==> config.mk <==
export PLATFORM = sky130hd
export DESIGN_NAME = offload_enable_hysteresis_fsm
export DESIGN_NICKNAME = d
export VERILOG_FILES = /design/src/ohf_pkg.sv /design/src/ohf_decide.sv /design/src/offload_enable_hysteresis_fsm.sv
export VERILOG_INCLUDE_DIRS = /design/src /design/src/src
export SDC_FILE = /design/constraint.sdc
export NUM_CORES = 1
export LEC_CHECK = 0
export BUFFER_PORTS_ARGS = -buffer_cell sky130_fd_sc_hd__buf_4
export CAP_MARGIN = 40
export CORE_MARGIN = 1
export CORE_UTILIZATION = 45
export CTS_CLUSTER_DIAMETER = 200
export DETAILED_ROUTE_END_ITERATION = 10
export PLACE_DENSITY_LB_ADDON = 0.25
export SLEW_MARGIN = 20
export SYNTH_ARGS = -nofsm -noshare
export SYNTH_HDL_FRONTEND = slang
export SYNTH_HIERARCHICAL = 1
export SYNTH_SLANG_ARGS = --single-unit
==> constraint.sdc <==
create_clock -name clk -period 7.95 [get_ports clk]
set_input_delay 1.1925 -clock clk [delete_from_list [all_inputs] [get_ports clk]]
set_output_delay 1.1925 -clock clk [all_outputs]
set_load 0.01 [all_outputs]
==> src/offload_enable_hysteresis_fsm_macros.svh <==
// Assertion helpers for the top module of the offload enable block.
// Both expect a clock named clk and an active-low reset named arst_n in scope.
`ifndef OFFLOAD_ENABLE_HYSTERESIS_FSM_MACROS_SVH
`define OFFLOAD_ENABLE_HYSTERESIS_FSM_MACROS_SVH

// Same-cycle implication.
`define OHF_ASSERT_SAME(label, ante, cons) \
	label: assert property (@(posedge clk) disable iff (!arst_n) (ante) |-> (cons)) \
		else $error("offload enable block: same-cycle check failed");

// Next-cycle implication.
`define OHF_ASSERT_NEXT(label, ante, cons) \
	label: assert property (@(posedge clk) disable iff (!arst_n) (ante) |=> (cons)) \
		else $error("offload enable block: next-cycle check failed");

`endif

==> src/ohf_pkg.sv <==
`timescale 1ns / 1ps

package ohf_pkg;

	localparam int ByteRateW   = 40;
	localparam int PacketRateW = 32;
	localparam int UtilW       = 7;
	localparam int TicksW      = 16;
	localparam int ModeW       = 2;
	localparam int CfgDataW    = 64;
	localparam int CfgAddrW    = 5;

	localparam logic [ModeW-1:0] MODE_INIT         = 2'd0;
	localparam logic [ModeW-1:0] MODE_INACTIVE     = 2'd1;
	localparam logic [ModeW-1:0] MODE_ACTIVE       = 2'd2;
	localparam logic [ModeW-1:0] MODE_DEACTIVATING = 2'd3;

	localparam logic [0:0] KIND_SAMPLE = 1'b0;
	localparam logic [0:0] KIND_TICK   = 1'b1;

	// Register slots, taken from paddr[4:3].
	localparam logic [1:0] REG_MIN_BYTE_RATE    = 2'd0;
	localparam logic [1:0] REG_UTIL_THRESHOLD   = 2'd1;
	localparam logic [1:0] REG_DEACTIVATE_TICKS = 2'd2;

	// 100 Mibit/s (100 * 1024 * 1024 bits) expressed in bytes per second.
	localparam logic [ByteRateW-1:0] MIN_BYTE_RATE_RST    = ByteRateW'(100 * 1024 * 1024 / 8);
	localparam logic [UtilW-1:0]     UTIL_THRESHOLD_RST   = UtilW'(80);
	localparam logic [TicksW-1:0]    DEACTIVATE_TICKS_RST = TicksW'(5);

	typedef struct packed {
		logic                   kind;
		logic [ByteRateW-1:0]   byte_rate;
		logic [PacketRateW-1:0] packet_rate;
		logic [UtilW-1:0]       util_percent;
		logic                   cpu_valid;
	} sample_t;

	typedef struct packed {
		logic [ModeW-1:0] mode;
		logic             mode_changed;
	} result_t;

	typedef struct packed {
		logic [ByteRateW-1:0] min_byte_rate;
		logic [UtilW-1:0]     util_threshold;
		logic [TicksW-1:0]    deactivate_ticks;
	} cfg_t;

endpackage

==> src/ohf_decide.sv <==
`timescale 1ns / 1ps

module ohf_decide (
	input  logic             clk,
	input  logic             arst_n,
	input  logic             fire,
	input  ohf_pkg::sample_t item,
	input  ohf_pkg::cfg_t    cfg,
	output ohf_pkg::result_t result
);

	logic [ohf_pkg::ModeW-1:0]       mode_q, mode_n;
	logic [ohf_pkg::ByteRateW-1:0]   byte_wm_q, byte_wm_n;
	logic [ohf_pkg::PacketRateW-1:0] packet_wm_q, packet_wm_n;
	logic [ohf_pkg::UtilW-1:0]       held_util_q, held_util_n;
	logic [ohf_pkg::TicksW-1:0]      grace_count_q, grace_count_n;
	logic                            grace_elapsed_q, grace_elapsed_n;
	logic                            below;
	logic [ohf_pkg::UtilW-1:0]       util_eff;

	assign below = (item.byte_rate < byte_wm_q) || (item.packet_rate < packet_wm_q);
	assign util_eff = item.cpu_valid ? item.util_percent : held_util_q;

	always_comb begin
		mode_n          = mode_q;
		byte_wm_n       = byte_wm_q;
		packet_wm_n     = packet_wm_q;
		held_util_n     = held_util_q;
		grace_count_n   = grace_count_q;
		grace_elapsed_n = grace_elapsed_q;
		if (item.kind == ohf_pkg::KIND_TICK) begin
			// A tick only runs the grace countdown down.
			if (grace_count_q != '0) begin
				grace_count_n = grace_count_q - 1'b1;
				if (grace_count_q == ohf_pkg::TicksW'(1)) begin
					grace_elapsed_n = 1'b1;
				end
			end
		end else if (mode_q == ohf_pkg::MODE_INIT) begin
			// The first sample is not examined at all.
			mode_n = ohf_pkg::MODE_INACTIVE;
		end else begin
			held_util_n = util_eff;
			case (mode_q)
				ohf_pkg::MODE_INACTIVE: begin
					if (item.byte_rate > cfg.min_byte_rate && util_eff > cfg.util_threshold) begin
						byte_wm_n   = item.byte_rate >> 1;
						packet_wm_n = item.packet_rate >> 1;
						mode_n      = ohf_pkg::MODE_ACTIVE;
					end
				end
				ohf_pkg::MODE_ACTIVE: begin
					if (below) begin
						grace_count_n   = cfg.deactivate_ticks;
						grace_elapsed_n = (cfg.deactivate_ticks == '0);
						mode_n          = ohf_pkg::MODE_DEACTIVATING;
					end
				end
				ohf_pkg::MODE_DEACTIVATING: begin
					if (!below) begin
						grace_count_n   = '0;
						grace_elapsed_n = 1'b0;
						mode_n          = ohf_pkg::MODE_ACTIVE;
					end else if (grace_elapsed_q) begin
						mode_n = ohf_pkg::MODE_INACTIVE;
					end
				end
				default: begin
					mode_n = mode_q;
				end
			endcase
		end
	end

	assign result.mode         = mode_n;
	assign result.mode_changed = (mode_n != mode_q);

	always_ff @(posedge clk or negedge arst_n) begin
		if (!arst_n) begin
			mode_q          <= ohf_pkg::MODE_INIT;
			byte_wm_q       <= '0;
			packet_wm_q     <= '0;
			held_util_q     <= '0;
			grace_count_q   <= '0;
			grace_elapsed_q <= 1'b0;
		end else if (fire) begin
			mode_q          <= mode_n;
			byte_wm_q       <= byte_wm_n;
			packet_wm_q     <= packet_wm_n;
			held_util_q     <= held_util_n;
			grace_count_q   <= grace_count_n;
			grace_elapsed_q <= grace_elapsed_n;
		end
	end

endmodule

==> src/offload_enable_hysteresis_fsm.sv <==
`timescale 1ns / 1ps

// Channel   Signals                                   Direction
// sample    sample_valid, sample_stall, sample        in  (stall driven here)
// result    result_valid, result_stall, result        out (stall driven outside)
// config    psel, penable, pwrite, paddr, pwdata,     APB slave, 64-bit data,
//           prdata, pready                            registers at 0x00/0x08/0x10
//
// Every item produces exactly one result; an accepted item waits in the input register,
// passes the decision into the result register and then raises result_valid.
// One item is accepted per cycle as long as the result side keeps taking transfers.
// Reset is asynchronous and active low; it puts the mode to init and loads
// the register defaults. A stall on the result side holds the result register,
// and the input register then holds one more item before sample_stall rises.

`include "offload_enable_hysteresis_fsm_macros.svh"

module offload_enable_hysteresis_fsm (
	input  logic                                  clk,
	input  logic                                  arst_n,
	input  logic                                  sample_valid,
	output logic                                  sample_stall,
	input  ohf_pkg::sample_t                      sample,
	output logic                                  result_valid,
	input  logic                                  result_stall,
	output ohf_pkg::result_t                      result,
	input  logic                                  psel,
	input  logic                                  penable,
	input  logic                                  pwrite,
	input  logic [ohf_pkg::CfgAddrW-1:0]          paddr,
	input  logic [ohf_pkg::CfgDataW-1:0]          pwdata,
	output logic [ohf_pkg::CfgDataW-1:0]          prdata,
	output logic                                  pready
);

	ohf_pkg::cfg_t    cfg_q;
	logic             cfg_write;
	logic [1:0]       reg_sel;

	logic             valid_s1;
	ohf_pkg::sample_t item_s1;
	logic             advance;
	logic             accept;
	logic             result_valid_q;
	ohf_pkg::result_t result_q;
	ohf_pkg::result_t result_n;
	logic             result_is_init;

	// Configuration registers
	assign pready    = 1'b1;
	assign reg_sel   = paddr[4:3];
	assign cfg_write = psel && penable && pwrite && pready;

	always_ff @(posedge clk or negedge arst_n) begin
		if (!arst_n) begin
			cfg_q.min_byte_rate    <= ohf_pkg::MIN_BYTE_RATE_RST;
			cfg_q.util_threshold   <= ohf_pkg::UTIL_THRESHOLD_RST;
			cfg_q.deactivate_ticks <= ohf_pkg::DEACTIVATE_TICKS_RST;
		end else if (cfg_write) begin
			case (reg_sel)
				ohf_pkg::REG_MIN_BYTE_RATE: begin
					cfg_q.min_byte_rate <= pwdata[ohf_pkg::ByteRateW-1:0];
				end
				ohf_pkg::REG_UTIL_THRESHOLD: begin
					cfg_q.util_threshold <= pwdata[ohf_pkg::UtilW-1:0];
				end
				ohf_pkg::REG_DEACTIVATE_TICKS: begin
					cfg_q.deactivate_ticks <= pwdata[ohf_pkg::TicksW-1:0];
				end
				default: begin
					cfg_q <= cfg_q;
				end
			endcase
		end
	end

	always_comb begin
		case (reg_sel)
			ohf_pkg::REG_MIN_BYTE_RATE: begin
				prdata = ohf_pkg::CfgDataW'(cfg_q.min_byte_rate);
			end
			ohf_pkg::REG_UTIL_THRESHOLD: begin
				prdata = ohf_pkg::CfgDataW'(cfg_q.util_threshold);
			end
			ohf_pkg::REG_DEACTIVATE_TICKS: begin
				prdata = ohf_pkg::CfgDataW'(cfg_q.deactivate_ticks);
			end
			default: begin
				prdata = '0;
			end
		endcase
	end

	// Item flow: input register, then the decision into the result register.
	assign advance      = valid_s1 && (!result_valid_q || !result_stall);
	assign sample_stall = valid_s1 && !advance;
	assign accept       = sample_valid && !sample_stall;

	always_ff @(posedge clk or negedge arst_n) begin
		if (!arst_n) begin
			valid_s1 <= 1'b0;
		end else if (accept) begin
			valid_s1 <= 1'b1;
		end else if (advance) begin
			valid_s1 <= 1'b0;
		end
	end

	always_ff @(posedge clk) begin
		if (accept) begin
			item_s1 <= sample;
		end
	end

	ohf_decide u_decide (
		.clk    (clk),
		.arst_n (arst_n),
		.fire   (advance),
		.item   (item_s1),
		.cfg    (cfg_q),
		.result (result_n)
	);

	always_ff @(posedge clk or negedge arst_n) begin
		if (!arst_n) begin
			result_valid_q <= 1'b0;
		end else if (advance) begin
			result_valid_q <= 1'b1;
		end else if (!result_stall) begin
			result_valid_q <= 1'b0;
		end
	end

	always_ff @(posedge clk) begin
		if (advance) begin
			result_q <= result_n;
		end
	end

	assign result_valid = result_valid_q;
	assign result       = result_q;

	assign result_is_init = result_valid_q && (result_q.mode == ohf_pkg::MODE_INIT);

	`OHF_ASSERT_NEXT(a_advance_fills_result, advance, result_valid_q)
	`OHF_ASSERT_SAME(a_stall_only_when_full, sample_stall, valid_s1 && result_valid_q && result_stall)
	`OHF_ASSERT_SAME(a_init_never_changed, result_is_init, !result_q.mode_changed)

endmodule
==> flow_metrics.py, run 1 <==
metrics = {
    "outcome": {
        "outcome": "complete, no violations",
    },
    "routing": {
        "antenna_left": 0,
        "vias_per_cell": 5.18,
        "vias": 8619,
        "drt_pass1_iterations": 5,
        "drc": 0,
        "routed_wl_um": 27600,
        "avgRoutedWirePerCell_um": 16.6,
        "drtIter0Drc": 491,
    },
    "floorplan": {
        "die_area_mm2": 0.0292,
        "chipWidth_um": 171,
        "die_h_um": 171,
        "io_pins": 227,
        "row_count": 61,
        "coreArea_mm2": 0.0279,
        "initial_core_util_pct": 46.0,
    },
    "timing": {
        "fin_skew_ps": 15.4,
        "timing_hold_violations_final": 0,
        "rsz0062_at_grt": "no",
        "fin_hold_ws_ps": 472,
        "slew_violations": 0,
        "setup_violations": 0,
        "worst_slew_pin_slew_ps": 789,
        "timing.fmax_mhz": 276,
        "maxSlewHeadroom_pct": 47.2,
        "post-route-min-period_ps": 3620,
        "finalSetupTns_ps": 0,
        "finalCritPeriodShare_pct": 45.6,
    },
    "yosys": {
        "synth_cell_types": 61,
        "ys_seq_area_share_pct": 51.0,
        "synth_cells": 1078,
        "synthTopCellsByArea": "dfrtp_1 30%, edfxtp_1 20%, mux2_2 13%, ha_1 11%, inv_1 3.6%",
        "avgSynthCellArea_um2": 11.9,
        "syn_area_mm2": 0.0129,
        "yosys.area.top_type_share_pct": 30.0,
        "yosysWarnings": 6,
        "ys_async_sr_fraction_pct": 65.7,
        "synth_area_leader_cell": "dfrtp_1",
        "synth-edff-count": 84,
        "ys.flop_type": "dfrtp_1",
        "synth-seq-cells": 245,
    },
    "placed_design": {
        "place_hpwl_um": 20000,
        "io_buffers": 174,
        "place_congestion": 0.851,
        "place_inst": 1610,
    },
    "worst_setup_path": {
        "crit_type": "input port to output port",
        "required_ps": 6760,
        "endpoint_kind": "output port",
        "path_max_fanout": 21,
        "startpoint_type": "input port",
        "arrival_ps": 2430,
    },
    "clock_network": {
        "cts_made_buffers": 28,
        "cts_tree": "built",
        "insertion_delay_ps": 540,
        "cts_max_path_buffers": 3,
        "ctsHoldBuffers": 0,
        "cts-root-buf": "clkbuf_16",
        "clk_pin_slew_ps": 60,
        "post_cts_buffers": 0,
        "cts_resized": 0,
        "cts.sinks": 245,
        "cts-htree-levels": 1,
    },
    "finish": {
        "finalNonFillerCells": 1664,
        "final_common_cell": "buf_4",
        "fill_cells": 2416,
        "fin_util_pct": 55.3,
        "area_growth_pct": 20.2,
        "fin_nets": 1537,
        "drive_gt1_share_pct": 30.6,
        "final_cell_mix": "180 x buf_4, 154 x dfrtp_1, 144 x mux2_2",
    },
    "worst_hold_path": {
        "hold_class": "flip-flop to flip-flop",
    },
    "global_routing": {
        "antenna_found_initial": 1,
        "grtUsageTotal_pct": 19.4,
        "grt-ovfl-total": 0,
        "first_global_vias": 8736,
        "grt_pass1_wl_um": 44600,
        "grt_start_max_net_pins": 74,
    },
    "power_and_ir_drop": {
        "power_per_cell_area_mw_per_mm2": 273,
        "ir_worst_vdd_uv": 195,
        "leakage_nw": 6.99,
    },
    "run": {
        "maxCapViolCount": 0,
    },
}
-- Yosys cell counts, types with 25 or more instances --
master	count
dfrtp_1	154
mux2_2	144
inv_1	123
ha_1	117
edfxtp_1	84
a21oi_1	49
nand2_1	47
o21ai_0	45
nor2_1	36
buf_4	27
and2_1	25
-- layer usage --
layer  global-route usage (%)  up-vias  part of all wire (%)
li1                         -     4202                     -
met1                     25.6     4149                    45
met2                     32.4      229                    47
met3                     4.02       39                   6.3
met4                     5.01        0                   1.8
met5                        0        -                     0
-- area by class of cell --
class / instances / area [µm²] / area share (%)
Tap cell: 378 / 473 / 3.06
Inverter: 123 / 462 / 2.99
Timing Repair Buffer: 185 / 1460 / 9.42
Antenna cell: 1 / 2.50 / 0.0162
Clock buffer: 41 / 811 / 5.25
Clock inverter: 11 / 73.8 / 0.478
Sequential cell: 245 / 6560 / 42.4
Multi-Input combinational cell: 680 / 5620 / 36.4
-- path summary, 6_finish.rpt --
kind	startpoint	to	slack [ps]	cells past startpoint
max reg2reg	item_s1[69]$_DFFE_PP_	u_decide/byte_wm_q[20]$_DFFE_PN0P_	4390	11
max	paddr[4]	prdata[6]	4330	5
min in group asynchronous	arst_n	u_decide/packet_wm_q[22]$_DFFE_PN0P_	530	1
min	valid_s1$_DFFE_PN0P_	result_valid$_DFFE_PN0P_	470	1
min reg2reg	valid_s1$_DFFE_PN0P_	result_valid$_DFFE_PN0P_	470	1
max in group asynchronous	arst_n	cfg_q[45]$_DFFE_PN1P_	6550	3
-- cell families after synthesis --
| logic type | synth area share [%] |
|---|---|
| flip-flops | 51.0 |
| multiplexers | 14.3 |
| other | 0.0584 |
| AND/OR/NAND/NOR | 8.54 |
| buffers and inverters | 6.05 |
| AO/OA/AOI/OAI | 8.65 |
| adder cells (fa/ha/maj) | 11.4 |
-- registers in the layout, indices dropped and copies added, names as in the netlist --
name,flops
cfg_q,63
item_s1,81
result,3
result_valid,1
u_decide/byte_wm_q,39
u_decide/grace_count_q,16
u_decide/grace_elapsed_q,1
u_decide/held_util_q,7
u_decide/mode_q,2
u_decide/packet_wm_q,31
valid_s1,1
-- critical path, stage by stage --
cell and delay, ps:
buf_4 310, nor2b_1 470, nand2_1 100, o21ai_0 160, buf_4 190
-- power by group --
part	internal, mW	switching, mW
Sequential	1.62	0.222
Clock	0.733	0.500
Combinational	0.588	0.559
-- stage by stage --
step,power (mW),cell area (µm²),worst slack (ps)
final,4.22,15500,4330
after global routing,4.52,15500,4210
after CTS,4.27,15400,4320
after detailed placement,3.01,14500,4270
after global placement,2.95,14500,3940
after floorplan,2.64,12900,4300
No activity file was read; power rests on OpenSTA's default activity.
==> run 2: changes to the inputs <==
- clock period: 7.95 -> 3.13 ns (I/O delays scaled with it)
==> flow_metrics.py, run 2 (synthesized netlist as in run 1, its figures left out) <==
metrics = {
    "outcome": {
        "outcome": "complete, no violations",
    },
    "global_routing": {
        "grt-ovfl-total": 0,
        "grt_start_max_net_pins": 60,
        "grt_pass1_wl_um": 45200,
        "grtUsageTotal_pct": 19.6,
        "antenna_found_initial": 0,
        "first_global_vias": 8764,
    },
    "worst_setup_path": {
        "arrival_ps": 3500,
        "path_buf_inv": 1,
        "required_ps": 3560,
        "crit_type": "flip-flop to flip-flop",
        "crit_chain": "ha_4, nand4b_1, nor4_4, nand3_1, o211ai_1, buf_4, a31oi_4, o211a_1, or3_4, a221o_2",
        "endpoint_kind": "flip-flop",
        "max_stage_delay_ps": 450,
        "startpoint_type": "flip-flop",
        "path_max_fanout": 7,
        "critPathSlowestCell": "edfxtp_1",
        "cp_top_family": "simple AND/OR/NAND/NOR gates",
    },
    "finish": {
        "seqCellArea_mm2": 0.00656,
        "reg_top3": "item_s1 x81, cfg_q x63, u_decide/byte_wm_q x39",
        "top_register": "item_s1",
        "final_cell_mix": "210 x buf_4, 154 x dfrtp_1, 144 x mux2_2",
        "largest_register_ffs": 81,
        "diodes": 0,
        "multi_input_area_mm2": 0.00572,
        "final_common_cell": "buf_4",
        "drive_gt1_share_pct": 33.7,
        "fill_cells": 2396,
        "fin_nets": 1573,
        "area_growth_pct": 24.1,
        "fin_util_pct": 57.1,
    },
    "floorplan": {
        "coreArea_mm2": 0.0279,
        "row_count": 61,
        "die_h_um": 171,
        "io_pins": 227,
        "die_area_mm2": 0.0292,
        "chipWidth_um": 171,
        "initial_core_util_pct": 46.0,
    },
    "timing": {
        "timing.fmax_mhz": 326,
        "setup_violations": 0,
        "finalCritPeriodShare_pct": 98.0,
        "rsz0062_at_grt": "yes",
        "maxSlewHeadroom_pct": 52.2,
        "timing_hold_violations_final": 0,
        "slew_violations": 0,
        "post-route-min-period_ps": 3070,
        "worst_slack_ps": 61.3,
        "worst_slew_pin_slew_ps": 714,
        "fin_skew_ps": 14.4,
    },
    "routing": {
        "drtIter0Drc": 562,
        "drc": 0,
        "avgRoutedWirePerCell_um": 16.9,
        "vias_per_cell": 5.21,
        "vias": 8853,
        "drt_pass1_iterations": 5,
        "antenna_left": 0,
        "routed_wl_um": 28700,
    },
    "power_and_ir_drop": {
        "ir_worst_vdd_uv": 506,
        "leakage_nw": 7.22,
        "clock_power_share_pct": 30.3,
        "p_sw_share_pct": 30.3,
        "power_frac_comb_pct": 27.8,
        "intPower_mw": 7.78,
        "power_per_cell_area_mw_per_mm2": 699,
        "p_switching_mw": 3.38,
        "p_seq_share_pct": 42.0,
    },
    "placed_design": {
        "place_congestion": 0.859,
        "io_buffers": 174,
        "post-place-ws_ps": -172,
        "place_hpwl_um": 20300,
    },
    "clock_network": {
        "clk_pin_slew_ps": 60,
        "cts_max_path_buffers": 3,
        "insertion_delay_ps": 550,
        "cts_tree": "built",
        "cts_made_buffers": 28,
        "cts-root-buf": "clkbuf_16",
        "cts-htree-levels": 1,
        "cts.sinks": 245,
    },
    "run": {
        "maxCapViolCount": 0,
    },
    "worst_hold_path": {
        "hold_class": "input port to flip-flop",
    },
}
[run 2: cell count changes in the layout (fill, tap and decap cells not counted), moves of 3 or more]
cell | before | now
buf_4 | 180 | 210
clkinvlp_4 | 0 | 4
buf_16 | 3 | 0
buf_12 | 0 | 6
clkbuf_1 | 8 | 4
clkinv_1 | 5 | 0
bufinv_16 | 1 | 4
[run 2: what timing repair did]
item,in CTS,in global routing
gates cloned,0,3
pin swaps,1,20
buffers inserted,1,6
endpoints found under the hold margin,53,0
resized for setup,4,13
setup endpoints to repair,12,85
hold buffers,1,0
[run 2: area by class of cell]
| type | count | area share, % |
|---|---|---|
| tap | 378 | 2.96 |
| sequential | 245 | 41.1 |
| clock inverter | 16 | 1.26 |
| clock buffer | 36 | 4.83 |
| timing repair buffer | 220 | 11.1 |
| inverter | 123 | 2.89 |
| multi-input combinational | 681 | 35.9 |
[run 2: final timing paths]
check,from,endpoint,slack [ps],depth (start not counted)
worst max register to register,item_s1[78]$_DFFE_PP_,u_decide/grace_count_q[2]$_DFFE_PN0P_,60,10
min in group asynchronous,arst_n,u_decide/packet_wm_q[21]$_DFFE_PN0P_,470,2
worst max-delay path,item_s1[78]$_DFFE_PP_,u_decide/grace_count_q[2]$_DFFE_PN0P_,60,10
worst min-delay path,sample[36],item_s1[36]$_DFFE_PP_,100,1
worst min register to register,valid_s1$_DFFE_PN0P_,result_valid$_DFFE_PN0P_,480,1
max in group asynchronous,arst_n,cfg_q[46]$_DFFE_PN1P_,1900,3
[run 2: through the flow]
step | hold slack [ps] | TNS [ps] | area (µm²) | total power, mW | std cells
2_1_floorplan | 174 | 0 | 12900 | 6.71 | 1101
3_3_place_gp | 453 | -302 | 14800 | 7.59 | 1636
3_5_place_dp | 467 | -1630 | 14800 | 7.73 | 1636
4_1_cts | 67.6 | -4.88 | 15800 | 11.2 | 1690
5_1_grt | 70.1 | -423 | 16000 | 11.9 | 1699
6_report | 95.3 | 0 | 16000 | 11.2 | 1699
[run 2: metal layers]
layer	vias to the layer above	share of wire, %	global-route usage (%)
met4	0	2.4	5.40
met5	-	0	0
met2	257	46	32.4
li1	4273	-	-
met3	48	5.6	3.68
met1	4275	45	26.4
[run 2: power by group through the flow]
stage	clock (mW)	combinational, mW	sequential [mW]
detailed placement	0	3.00	4.73
floorplan	0	2.19	4.52
CTS	3.47	3.04	4.68
global route	3.59	3.51	4.79
finish	3.38	3.10	4.68
global placement	0	2.90	4.69
[run 2: worst reg2reg max path, stage by stage, from the launching register on]
cell      delay (ps)
edfxtp_1         450
ha_4             300
nand4b_1         200
nor4_4           400
nand3_1          120
o211ai_1         170
buf_4            150
a31oi_4           60
o211a_1          310
or3_4            440
a221o_2          360
==> run 3: changes to the inputs <==
- ABC_AREA: unset -> 1
==> flow_metrics.py, run 3 <==
metrics = {
    "worst_setup_path": {
        "critPathSlowestCell": "edfxtp_1",
        "path_max_fanout": 77,
        "endpoint_kind": "flip-flop",
        "crit_type": "flip-flop to flip-flop",
        "required_ps": 3600,
        "max_stage_delay_ps": 350,
        "crit_chain": "buf_4, o21ai_0, ha_1, a41oi_1, nand3_1, nor2_1, nand2_4, nor2_4, buf_12, nand2_1, o21ai_1",
        "startpoint_type": "flip-flop",
        "arrival_ps": 3270,
    },
    "yosys": {
        "syn_area_mm2": 0.0131,
        "synth_cell_types": 46,
        "synthTopCellsByArea": "dfrtp_1 29%, edfxtp_1 19%, nand2_1 12%, ha_1 11%, inv_1 5.2%",
        "yosysWarnings": 6,
        "ys_seq_area_share_pct": 49.9,
        "yosysMostFrequentCell": "nand2_1",
        "synth_area_leader_cell": "dfrtp_1",
        "synth-seq-cells": 245,
        "synth_common_cells": "433 x nand2_1, 182 x inv_1, 154 x dfrtp_1",
        "ys.flop_type": "dfrtp_1",
        "yosys.area.top_type_share_pct": 29.3,
        "ys_async_sr_fraction_pct": 65.7,
        "synth_cells": 1446,
        "synth-edff-count": 84,
        "avgSynthCellArea_um2": 9.09,
    },
    "finish": {
        "drive_gt1_share_pct": 20.1,
        "final_common_cell": "nand2_1",
        "diodes": 0,
        "top_register": "item_s1",
        "finalNonFillerCells": 2033,
        "area_growth_pct": 19.1,
        "final_cell_mix": "433 x nand2_1, 183 x buf_4, 181 x inv_1",
        "reg_top3": "item_s1 x81, cfg_q x63, u_decide/byte_wm_q x39",
        "largest_register_ffs": 81,
        "fin_nets": 1900,
    },
    "power_and_ir_drop": {
        "leakage_nw": 7.75,
        "ir_worst_vdd_uv": 380,
        "power_per_cell_area_mw_per_mm2": 736,
    },
    "floorplan": {
        "row_count": 62,
        "die_area_mm2": 0.0299,
        "coreArea_mm2": 0.0287,
        "die_h_um": 173,
        "io_pins": 227,
        "initial_core_util_pct": 45.8,
        "chipWidth_um": 173,
    },
    "timing": {
        "post-route-min-period_ps": 2810,
        "worst_slew_pin_slew_ps": 614,
        "maxSlewHeadroom_pct": 59.1,
        "worst_slack_ps": 322,
        "rsz0062_at_grt": "no",
        "timing_hold_violations_final": 0,
        "finalSetupTns_ps": 0,
        "fin_skew_ps": 11.6,
        "slew_violations": 0,
        "timing.fmax_mhz": 356,
        "finalCritPeriodShare_pct": 89.7,
        "setup_violations": 0,
    },
    "global_routing": {
        "grt_pass1_wl_um": 49200,
        "first_global_vias": 9717,
        "grt_start_max_net_pins": 78,
        "antenna_found_initial": 0,
        "grt-ovfl-total": 0,
        "grtUsageTotal_pct": 20.3,
    },
    "clock_network": {
        "cts.sinks": 245,
        "clk_pin_slew_ps": 60,
        "cts-htree-levels": 1,
        "insertion_delay_ps": 550,
        "cts_tree": "built",
        "cts-root-buf": "clkbuf_16",
        "cts_max_path_buffers": 3,
        "cts_made_buffers": 29,
    },
    "placed_design": {
        "place_congestion": 0.865,
        "post-place-ws_ps": 281,
        "place_inst": 1977,
        "place_hpwl_um": 21500,
        "io_buffers": 174,
    },
    "routing": {
        "drtIter0Drc": 566,
        "avgRoutedWirePerCell_um": 14.7,
        "drt_pass1_iterations": 7,
        "drc": 0,
        "vias_per_cell": 4.88,
        "antenna_left": 0,
        "vias": 9926,
        "routed_wl_um": 29900,
    },
    "worst_hold_path": {
        "hold_class": "input port to flip-flop",
    },
    "outcome": {
        "outcome": "complete, no violations",
    },
    "run": {
        "maxCapViolCount": 0,
    },
}
-- run 3: cell types whose count changed after synthesis, sizes merged, moves of 25 or more --
cell | previous run | this run
inv | 123 | 190
nor2 | 36 | 70
nand2 | 47 | 469
and2 | 25 | 0
o21ai | 47 | 125
mux2 | 147 | 0
-- run 3: layout make-up --
class,count,area (µm²)
Fill cell,2648,13100
Inverter,190,717
Clock inverter,11,114
Clock buffer,43,838
Multi-Input combinational cell,971,5460
Tap cell,384,480
Timing Repair Buffer,189,1480
Sequential cell,245,6560
-- run 3: cells by family after synthesis --
| kind of cell | share of synthesized area (%) |
|---|---|
| AO/OA/AOI/OAI | 9.35 |
| XOR/XNOR | 0.533 |
| adder cells (fa/ha/maj) | 11.1 |
| buffers and inverters | 9.15 |
| flip-flops | 49.9 |
| multiplexers | 0.0762 |
| other | 0.0572 |
| AND/OR/NAND/NOR | 19.8 |
-- run 3: path summary, 6_finish.rpt --
check,from,to,slack [ps],cells past startpoint
max,item_s1[0]$_DFFE_PP_,u_decide/byte_wm_q[20]$_DFFE_PN0P_,320,11
min,sample[59],item_s1[59]$_DFFE_PP_,100,1
max reg2reg,item_s1[0]$_DFFE_PP_,u_decide/byte_wm_q[20]$_DFFE_PN0P_,320,11
min reg2reg,cfg_q[22]$_DFFE_PN1P_,cfg_q[22]$_DFFE_PN1P_,480,2
max in group asynchronous,arst_n,u_decide/packet_wm_q[28]$_DFFE_PN0P_,1820,3
min in group asynchronous,arst_n,u_decide/byte_wm_q[35]$_DFFE_PN0P_,500,2
-- run 3: stage by stage --
stage	power (mW)	hold WS [ps]	util (%)	cell area [µm²]
after floorplan	7.21	174	-	13200
after global placement	8.06	460	51.1	14700
after detailed placement	8.21	467	51.1	14700
after CTS	11.6	64.8	54.5	15600
after global routing	12.4	65.3	54.5	15600
final	11.5	95.2	54.5	15600
-- run 3: repair_timing --
action,in CTS,in global routing
hold buffers,1,0
resized for setup,0,5
hold endpoints to repair,54,0
setup buffers,0,1
endpoints found under the setup margin,0,47
-- run 3: layer usage --
metal,vias up,part of all wire [%],GRT usage (%)
li1,4992,-,-
met1,4641,45,27.9
met2,251,47,33.6
met3,42,4.7,2.70
met4,0,2.4,5.83
met5,-,0,0
-- run 3: report_power, final --
part	total (mW)	leakage, nW	internal [mW]	switching (mW)
registers	4.68	2.72	4.20	0.483
logic	3.49	4.56	1.46	2.03
clock network	3.34	0.468	2.01	1.33
-- run 3: worst max-delay path: cells and delay by family, from the launching register on --
kind / cells / cell delay, ps
fa+ha+maj: 1 / 330
simple gates: 5 / 730
flops: 1 / 350
compound gates: 3 / 760
buf+inv: 2 / 480
